===== config.mk =====
export PLATFORM = sky130hd
export DESIGN_NAME = tile_map_run_length_decoder_unit
export DESIGN_NICKNAME = d
export VERILOG_FILES = /design/src/rtl/tmrld_pkg.sv /design/src/rtl/tmrld_cursor.sv /design/src/rtl/tile_map_run_length_decoder_unit.sv
export SDC_FILE = /design/constraint.sdc
export NUM_CORES = 1
export LEC_CHECK = 0
export BUFFER_PORTS_ARGS = -buffer_cell sky130_fd_sc_hd__buf_2
export CORE_MARGIN = 5
export CORE_UTILIZATION = 40
export DETAILED_ROUTE_END_ITERATION = 7
export MAX_ROUTING_LAYER = met4
export SLEW_MARGIN = 25
export SYNTH_ARGS = -nofsm -noshare
export SYNTH_HDL_FRONTEND = slang
export SYNTH_SLANG_ARGS = --single-unit
export TNS_END_PERCENT = 30

===== constraint.sdc =====
create_clock -name clk -period 2.4 [get_ports clk]
set_clock_uncertainty 0.15 [all_clocks]
set_input_delay 0.24 -clock clk [delete_from_list [all_inputs] [get_ports clk]]
set_output_delay 0.24 -clock clk [all_outputs]
set_load 0.02 [all_outputs]

===== src/rtl/tmrld_pkg.sv =====
// Shared types and constants for the tile map run-length decoder.
// No dependencies; used by tmrld_cursor, the top level and the testbench.
package tmrld_pkg;

  localparam int CUR_W = 7;

  localparam logic [3:0] CODE_EMPTY  = 4'd0;
  localparam logic [3:0] CODE_WALL   = 4'd1;
  localparam logic [3:0] CODE_SPIKES = 4'd2;
  localparam logic [3:0] CODE_HERO   = 4'd3;

  localparam logic [1:0] STATUS_OK   = 2'd0;
  localparam logic [1:0] STATUS_BAD  = 2'd1;
  localparam logic [1:0] STATUS_FULL = 2'd2;

  localparam logic [7:0] CMD_CLASS_MASK = 8'hc0;
  localparam logic [7:0] CMD_EMPTY      = 8'h00;
  localparam logic [7:0] CMD_WALL       = 8'h40;
  localparam logic [7:0] CMD_SPIKE_MASK = 8'hf0;
  localparam logic [7:0] CMD_SPIKE      = 8'h80;
  localparam logic [7:0] CMD_SPECIAL_LO = 8'hc0;
  localparam logic [7:0] CMD_SPECIAL_HI = 8'hc5;

  typedef struct packed {
    logic             no_room;
    logic [CUR_W-1:0] tile_row;
    logic [CUR_W-1:0] tile_col;
    logic [CUR_W-1:0] next_col;
  } cur_step_t;

endpackage


===== src/rtl/tmrld_cursor.sv =====
// Cursor step unit: wraps the raster cursor and detects a full grid.
// Depends on tmrld_pkg.
module tmrld_cursor #(
  parameter int COLS = 32,
  parameter int ROWS = 16
) (
  input  logic [tmrld_pkg::CUR_W-1:0] cur_col,
  input  logic [tmrld_pkg::CUR_W-1:0] cur_row,
  output tmrld_pkg::cur_step_t        step
);

  localparam logic [tmrld_pkg::CUR_W-1:0] COLS_V = tmrld_pkg::CUR_W'(COLS);
  localparam logic [tmrld_pkg::CUR_W-1:0] ROWS_V = tmrld_pkg::CUR_W'(ROWS);

  logic                        wrap;
  logic [tmrld_pkg::CUR_W-1:0] row_inc;

  assign wrap    = (cur_col >= COLS_V);
  assign row_inc = cur_row + tmrld_pkg::CUR_W'(1);

  always_comb begin
    step.no_room  = wrap && (row_inc >= ROWS_V);
    step.tile_row = wrap ? row_inc : cur_row;
    step.tile_col = wrap ? '0 : cur_col;
    step.next_col = step.tile_col + tmrld_pkg::CUR_W'(1);
  end

endmodule


===== src/rtl/tile_map_run_length_decoder_unit.sv =====
// Tile map run-length decoder: expands map command bytes into raster tile writes,
// one tile per cycle unless stalled, via one cursor step unit and a small sequencer.
// Depends on tmrld_pkg and tmrld_cursor.
//
// A request with action 0 restarts the map and yields no result. A command
// request yields 1 to 64 results, one per cycle while out_ready is high; the
// block is busy from acceptance until its final result is loaded into the
// output register. The single cursor step unit places each tile in turn.
module tile_map_run_length_decoder_unit #(
  parameter int COLS = 32,
  parameter int ROWS = 16
) (
  input  logic       clk,
  input  logic       rst_n,
  input  logic       in_valid,
  output logic       in_ready,
  input  logic       in_action,
  input  logic [7:0] in_map_byte,
  output logic       out_valid,
  input  logic       out_ready,
  output logic       out_has_tile,
  output logic [3:0] out_tile_code,
  output logic [5:0] out_tile_row,
  output logic [5:0] out_tile_col,
  output logic [1:0] out_status,
  output logic       out_last_of_run
);

  typedef enum logic [1:0] {
    ST_IDLE,
    ST_RUN,
    ST_REPLY
  } state_t;

  state_t                      state_r;
  logic [tmrld_pkg::CUR_W-1:0] col_r;
  logic [tmrld_pkg::CUR_W-1:0] row_r;
  logic                        full_r;
  logic                        bad_r;
  logic [3:0]                  code_r;
  logic [6:0]                  cnt_r;
  logic [1:0]                  reply_r;

  logic                        out_valid_r;
  logic                        has_tile_r;
  logic [3:0]                  tile_code_r;
  logic [5:0]                  tile_row_r;
  logic [5:0]                  tile_col_r;
  logic [1:0]                  status_r;
  logic                        last_r;

  logic                        load;
  logic                        emit;
  logic                        dec_ok;
  logic [3:0]                  dec_code;
  logic [6:0]                  dec_cnt;
  tmrld_pkg::cur_step_t        step;

  tmrld_cursor #(
    .COLS(COLS),
    .ROWS(ROWS)
  ) u_cursor (
    .cur_col(col_r),
    .cur_row(row_r),
    .step   (step)
  );

  always_comb begin
    dec_ok   = 1'b1;
    dec_code = tmrld_pkg::CODE_EMPTY;
    dec_cnt  = 7'd1;
    priority if ((in_map_byte & tmrld_pkg::CMD_CLASS_MASK) == tmrld_pkg::CMD_EMPTY) begin
      dec_code = tmrld_pkg::CODE_EMPTY;
      dec_cnt  = {1'b0, in_map_byte[5:0]} + 7'd1;
    end else if ((in_map_byte & tmrld_pkg::CMD_CLASS_MASK) == tmrld_pkg::CMD_WALL) begin
      dec_code = tmrld_pkg::CODE_WALL;
      dec_cnt  = {1'b0, in_map_byte[5:0]} + 7'd1;
    end else if ((in_map_byte & tmrld_pkg::CMD_SPIKE_MASK) == tmrld_pkg::CMD_SPIKE) begin
      dec_code = tmrld_pkg::CODE_SPIKES;
      dec_cnt  = {3'b000, in_map_byte[3:0]} + 7'd1;
    end else if (in_map_byte >= tmrld_pkg::CMD_SPECIAL_LO &&
                 in_map_byte <= tmrld_pkg::CMD_SPECIAL_HI) begin
      dec_code = tmrld_pkg::CODE_HERO + {1'b0, in_map_byte[2:0]};
    end else begin
      dec_ok = 1'b0;
    end
  end

  assign in_ready = (state_r == ST_IDLE);
  assign load     = !out_valid_r || out_ready;
  assign emit     = load && (state_r == ST_RUN || state_r == ST_REPLY);

  always_ff @(posedge clk) begin
    if (!rst_n) begin
      state_r     <= ST_IDLE;
      out_valid_r <= 1'b0;
      col_r       <= '0;
      row_r       <= '0;
      full_r      <= 1'b0;
      bad_r       <= 1'b0;
    end else begin
      if (emit) begin
        out_valid_r <= 1'b1;
      end else if (out_ready) begin
        out_valid_r <= 1'b0;
      end
      unique case (state_r)
        ST_IDLE: begin
          if (in_valid) begin
            if (!in_action) begin
              col_r  <= '0;
              row_r  <= '0;
              full_r <= 1'b0;
              bad_r  <= 1'b0;
            end else if (bad_r) begin
              reply_r <= tmrld_pkg::STATUS_BAD;
              state_r <= ST_REPLY;
            end else if (full_r) begin
              reply_r <= tmrld_pkg::STATUS_FULL;
              state_r <= ST_REPLY;
            end else if (!dec_ok) begin
              bad_r   <= 1'b1;
              reply_r <= tmrld_pkg::STATUS_BAD;
              state_r <= ST_REPLY;
            end else begin
              code_r  <= dec_code;
              cnt_r   <= dec_cnt;
              state_r <= ST_RUN;
            end
          end
        end
        ST_RUN: begin
          if (load) begin
            if (step.no_room) begin
              full_r      <= 1'b1;
              has_tile_r  <= 1'b0;
              tile_code_r <= '0;
              tile_row_r  <= '0;
              tile_col_r  <= '0;
              status_r    <= tmrld_pkg::STATUS_FULL;
              last_r      <= 1'b1;
              state_r     <= ST_IDLE;
            end else begin
              has_tile_r  <= 1'b1;
              tile_code_r <= code_r;
              tile_row_r  <= step.tile_row[5:0];
              tile_col_r  <= step.tile_col[5:0];
              status_r    <= tmrld_pkg::STATUS_OK;
              last_r      <= (cnt_r == 7'd1);
              col_r       <= step.next_col;
              row_r       <= step.tile_row;
              cnt_r       <= cnt_r - 7'd1;
              if (cnt_r == 7'd1) begin
                state_r <= ST_IDLE;
              end
            end
          end
        end
        ST_REPLY: begin
          if (load) begin
            has_tile_r  <= 1'b0;
            tile_code_r <= '0;
            tile_row_r  <= '0;
            tile_col_r  <= '0;
            status_r    <= reply_r;
            last_r      <= 1'b1;
            state_r     <= ST_IDLE;
          end
        end
        default: begin
          state_r <= ST_IDLE;
        end
      endcase
    end
  end

  assign out_valid       = out_valid_r;
  assign out_has_tile    = has_tile_r;
  assign out_tile_code   = tile_code_r;
  assign out_tile_row    = tile_row_r;
  assign out_tile_col    = tile_col_r;
  assign out_status      = status_r;
  assign out_last_of_run = last_r;

`ifndef ASSERT_OFF
  a_tile_ok_status: assert property (@(posedge clk) disable iff (!rst_n)
    (out_valid && out_has_tile) |-> (out_status == tmrld_pkg::STATUS_OK))
    else $error("tile result with non-ok status");

  a_tile_in_grid: assert property (@(posedge clk) disable iff (!rst_n)
    (out_valid && out_has_tile) |-> (out_tile_row < ROWS && out_tile_col < COLS))
    else $error("tile position outside grid");

  a_flag_is_last: assert property (@(posedge clk) disable iff (!rst_n)
    (out_valid && !out_has_tile) |-> out_last_of_run)
    else $error("status result not marked last");

  a_busy_after_cmd: assert property (@(posedge clk) disable iff (!rst_n)
    (in_valid && in_ready && in_action) |=> !in_ready)
    else $error("command request did not start sequencer");
`endif

endmodule


==> impl_metrics.tcl <==
set metrics [dict create \
    status "finished clean" \
    hold_violations 0 \
    overflow 0 \
    syn_to_final_growth_pct 14.0 \
    worstHoldPathType "in2reg" \
    min_period_ns 2.24 \
    synth_cell_types 60 \
    holdPathEnd "out_valid" \
    crit_path_max_fanout 7 \
    cpPeakStageDelay_ns 0.45 \
    viasPerCell 5.24 \
    post_cts_buffers 0 \
    design_area_sq_um 3120 \
    fmax_mhz 445 \
    crit_chain "ha_1 -> nand3_1 -> xnor2_2 -> a311o_4 -> nand2b_2 -> inv_2 -> and2_1" \
    syn_avg_cell_area_sq_um 10.6 \
    synthMuxAreaShare 0.00731 \
    slowest_stage "a311o_4" \
    io_buffer_count 34 \
    synth_top_cell_by_area "edfxtp_1" \
    grt_max_degree 21 \
    grt_util_all_layers 0.141 \
    whs_ns 0.142 \
    report.final.slew_viol_count 0 \
    crit_type "reg2reg" \
    worstHoldStart "rst_n" \
    grt_pass1_wl_microns 9390 \
    synth_top_family_by_area "simple AND/OR/NAND/NOR gates" \
    synth_cells 259 \
    crit_start "row_r[1]" \
    cts_tree "done" \
    die_area_sq_um 8600 \
    cap_violations 0 \
    synthAdderAreaFrac 0.0503 \
    synth_compound_area_frac 0.151 \
    synth-simple-area-share 0.216 \
    core_area_sq_um 6720 \
    critical_path.top_delay_family "simple AND/OR/NAND/NOR gates" \
    diodes 0 \
    r2r-end "out_tile_code[2]" \
    critPathBufInv 1 \
    power_mw 2.25 \
    synth_area_leaders "edfxtp_1, dfxtp_1, ha_1" \
    nets 325 \
    cts_made_buffers 5 \
    finalWorstSetupSlack_ns 0.155 \
    cp-start-kind "flop" \
    ctsHtreeMaxLevel 2 \
    layout-drive-gt1-share 0.215 \
    ys_ff_latch 52 \
    io_pins 35 \
    drt-pass1-iter-count 4 \
    hpwl_microns 4140 \
    setup_tns_ns 0 \
    regToRegStartpoint "row_r[1]" \
    ctsLongestPathBuffers 2 \
    async_flop_share 0 \
    finalWeightedCongestion 0.860 \
    cts_sinks 52 \
    final_cell_mix "buf_2, edfxtp_1, nand2_1, nor2_1, dfxtp_1" \
    drt-total-wl_microns 5420 \
    root_buffer "clkbuf_8" \
    initial_core_util 0.407 \
    reg2regPathDepth 7 \
    ys_seq_area_frac 0.501 \
    required_ns 2.31 \
    placed_cell_area_sq_um 3040 \
    synth_xor_area_frac 0.0443 \
    synth_area_sq_um 2740 \
    cts.clk_slew.worst_paths_ns 0.09 \
    ant_nets 0 \
    die_w_microns 92.7 \
    final.period_utilization 0.935 \
    antenna_found_initial 0 \
    die_h_microns 92.7 \
    mostFrequentLayoutCell "buf_2" \
    grt_pass1_vias 1953 \
    synth_edf_count 33 \
    yosysWarnings 0 \
    drc_errors 0 \
    whs_path_depth 2 \
    finalSetupViolations 0 \
    insertion_delay_ns 0.30 \
    fillers 621 \
    register_area_sq_um 1370 \
    r2r_setup_slack_ns 0.16 \
    drt-initial-drc-count 109 \
    dp_slack_ns 0.106 \
    vias 2002 \
    end_kind "flop" \
    cp.arrival_ns 2.16 \
    yosysTopAreaCellShare 0.362 \
    num_rows 30 \
    peakVddDrop_mv 0.275 \
    rsz0062_at_grt "false" \
    synth_flop_cell "edfxtp_1" \
    powerDensity_nw_per_um2 722 \
    leakage_nw 1.22 \
    wire_per_inst_microns 14.2 \
    syn_nets 283 \
    multi_input_area_sq_um 1290 \
]
through the flow:
stage / util / instances
2_1_floorplan: - / 259
3_5_place_dp: 0.452 / 374
5_1_grt: 0.465 / 382
6_report: 0.465 / 382
4_1_cts: 0.464 / 382
3_3_place_gp: 0.452 / 374
Yosys cell counts (all sizes together) (3+ instances only):
| master | instances |
|---|---|
| nand2 | 24 |
| or2 | 4 |
| nor2b | 4 |
| and3 | 4 |
| nor2 | 18 |
| ha | 11 |
| a22o | 3 |
| or3 | 4 |
| nand2b | 3 |
| edfxtp | 33 |
| nor3 | 5 |
| nand3 | 9 |
| and2 | 15 |
| nand4 | 3 |
| xor2 | 5 |
| dfxtp | 19 |
| o21ai | 18 |
| inv | 14 |
| nor4 | 3 |
| a21oi | 9 |
| a21o | 4 |
| xnor2 | 8 |
| clkbuf | 4 |
state kept, by name, summed over array words and instances, names as in the netlist:
signal           cells
bad_r                1
cnt_r                7
code_r               4
col_r                7
full_r               1
out_has_tile         1
out_last_of_run      1
out_status           2
out_tile_code        4
out_tile_col         6
out_tile_row         6
out_valid            1
reply_r              2
row_r                7
state_r              2
worst reg2reg max path: cells and delay by family (launching register included):
kind,cells,cell delay (ns)
fa+ha+maj,1,0.23
simple gates,3,0.47
xor+xnor,1,0.20
compound gates,1,0.45
buf+inv,1,0.08
flops,1,0.43
cell type report:
cell class,count,share of cell area
well taps,80,0.0321
multi-input cells,187,0.413
clock inverters,2,0.00401
clock buffers,6,0.0232
repair buffers,41,0.0713
flip-flops and latches,52,0.440
inverters,14,0.0168
per-layer routing:
metal  track usage  wire (microns)  vias to the layer above
li1              -               -                     1020
met1         0.202            2820                      931
met2         0.201            2320                       47
met3        0.0236             211                        4
met4        0.0476              71                        0
met5             -               0                        -
timing repair:
action,in CTS,in global routing
gates resized for setup,0,1
setup endpoints to repair,0,11
hold endpoints to repair,0,0
hold buffers,0,0
power breakdown:
part | switching (mW) | total [mW] | internal, mW | leakage [nW]
sequential | 0.0403 | 1.12 | 1.08 | 0.454
clock | 0.277 | 0.482 | 0.204 | 0.0412
combinational | 0.424 | 0.652 | 0.228 | 0.724
total | 0.742 | 2.25 | 1.51 | 1.22
cell families (layout without fill, tap and decap cells):
logic type                 Yosys count  after routing
and+or+nand+nor                    106            106
AOI/OAI and AO/OA                   54             54
DFF                                 52             52
buffers and inverters               20             63
xor gates and xnor gates            13             13
adders and majority gates           11             11
muxes                                2              2
other                                1              1
worst max path at each step:
stage	endpoint	slack (ns)	cells past startpoint
global route	out_tile_code[2]	0.02	7
CTS	out_tile_code[2]	0.09	7
finish	out_tile_code[2]	0.16	7
detailed placement	out_tile_code[2]	0.11	7
floorplan	cnt_r[0]	0.28	6
global placement	out_tile_code[3]	0.17	7
Power figures use the tool's default switching activity.
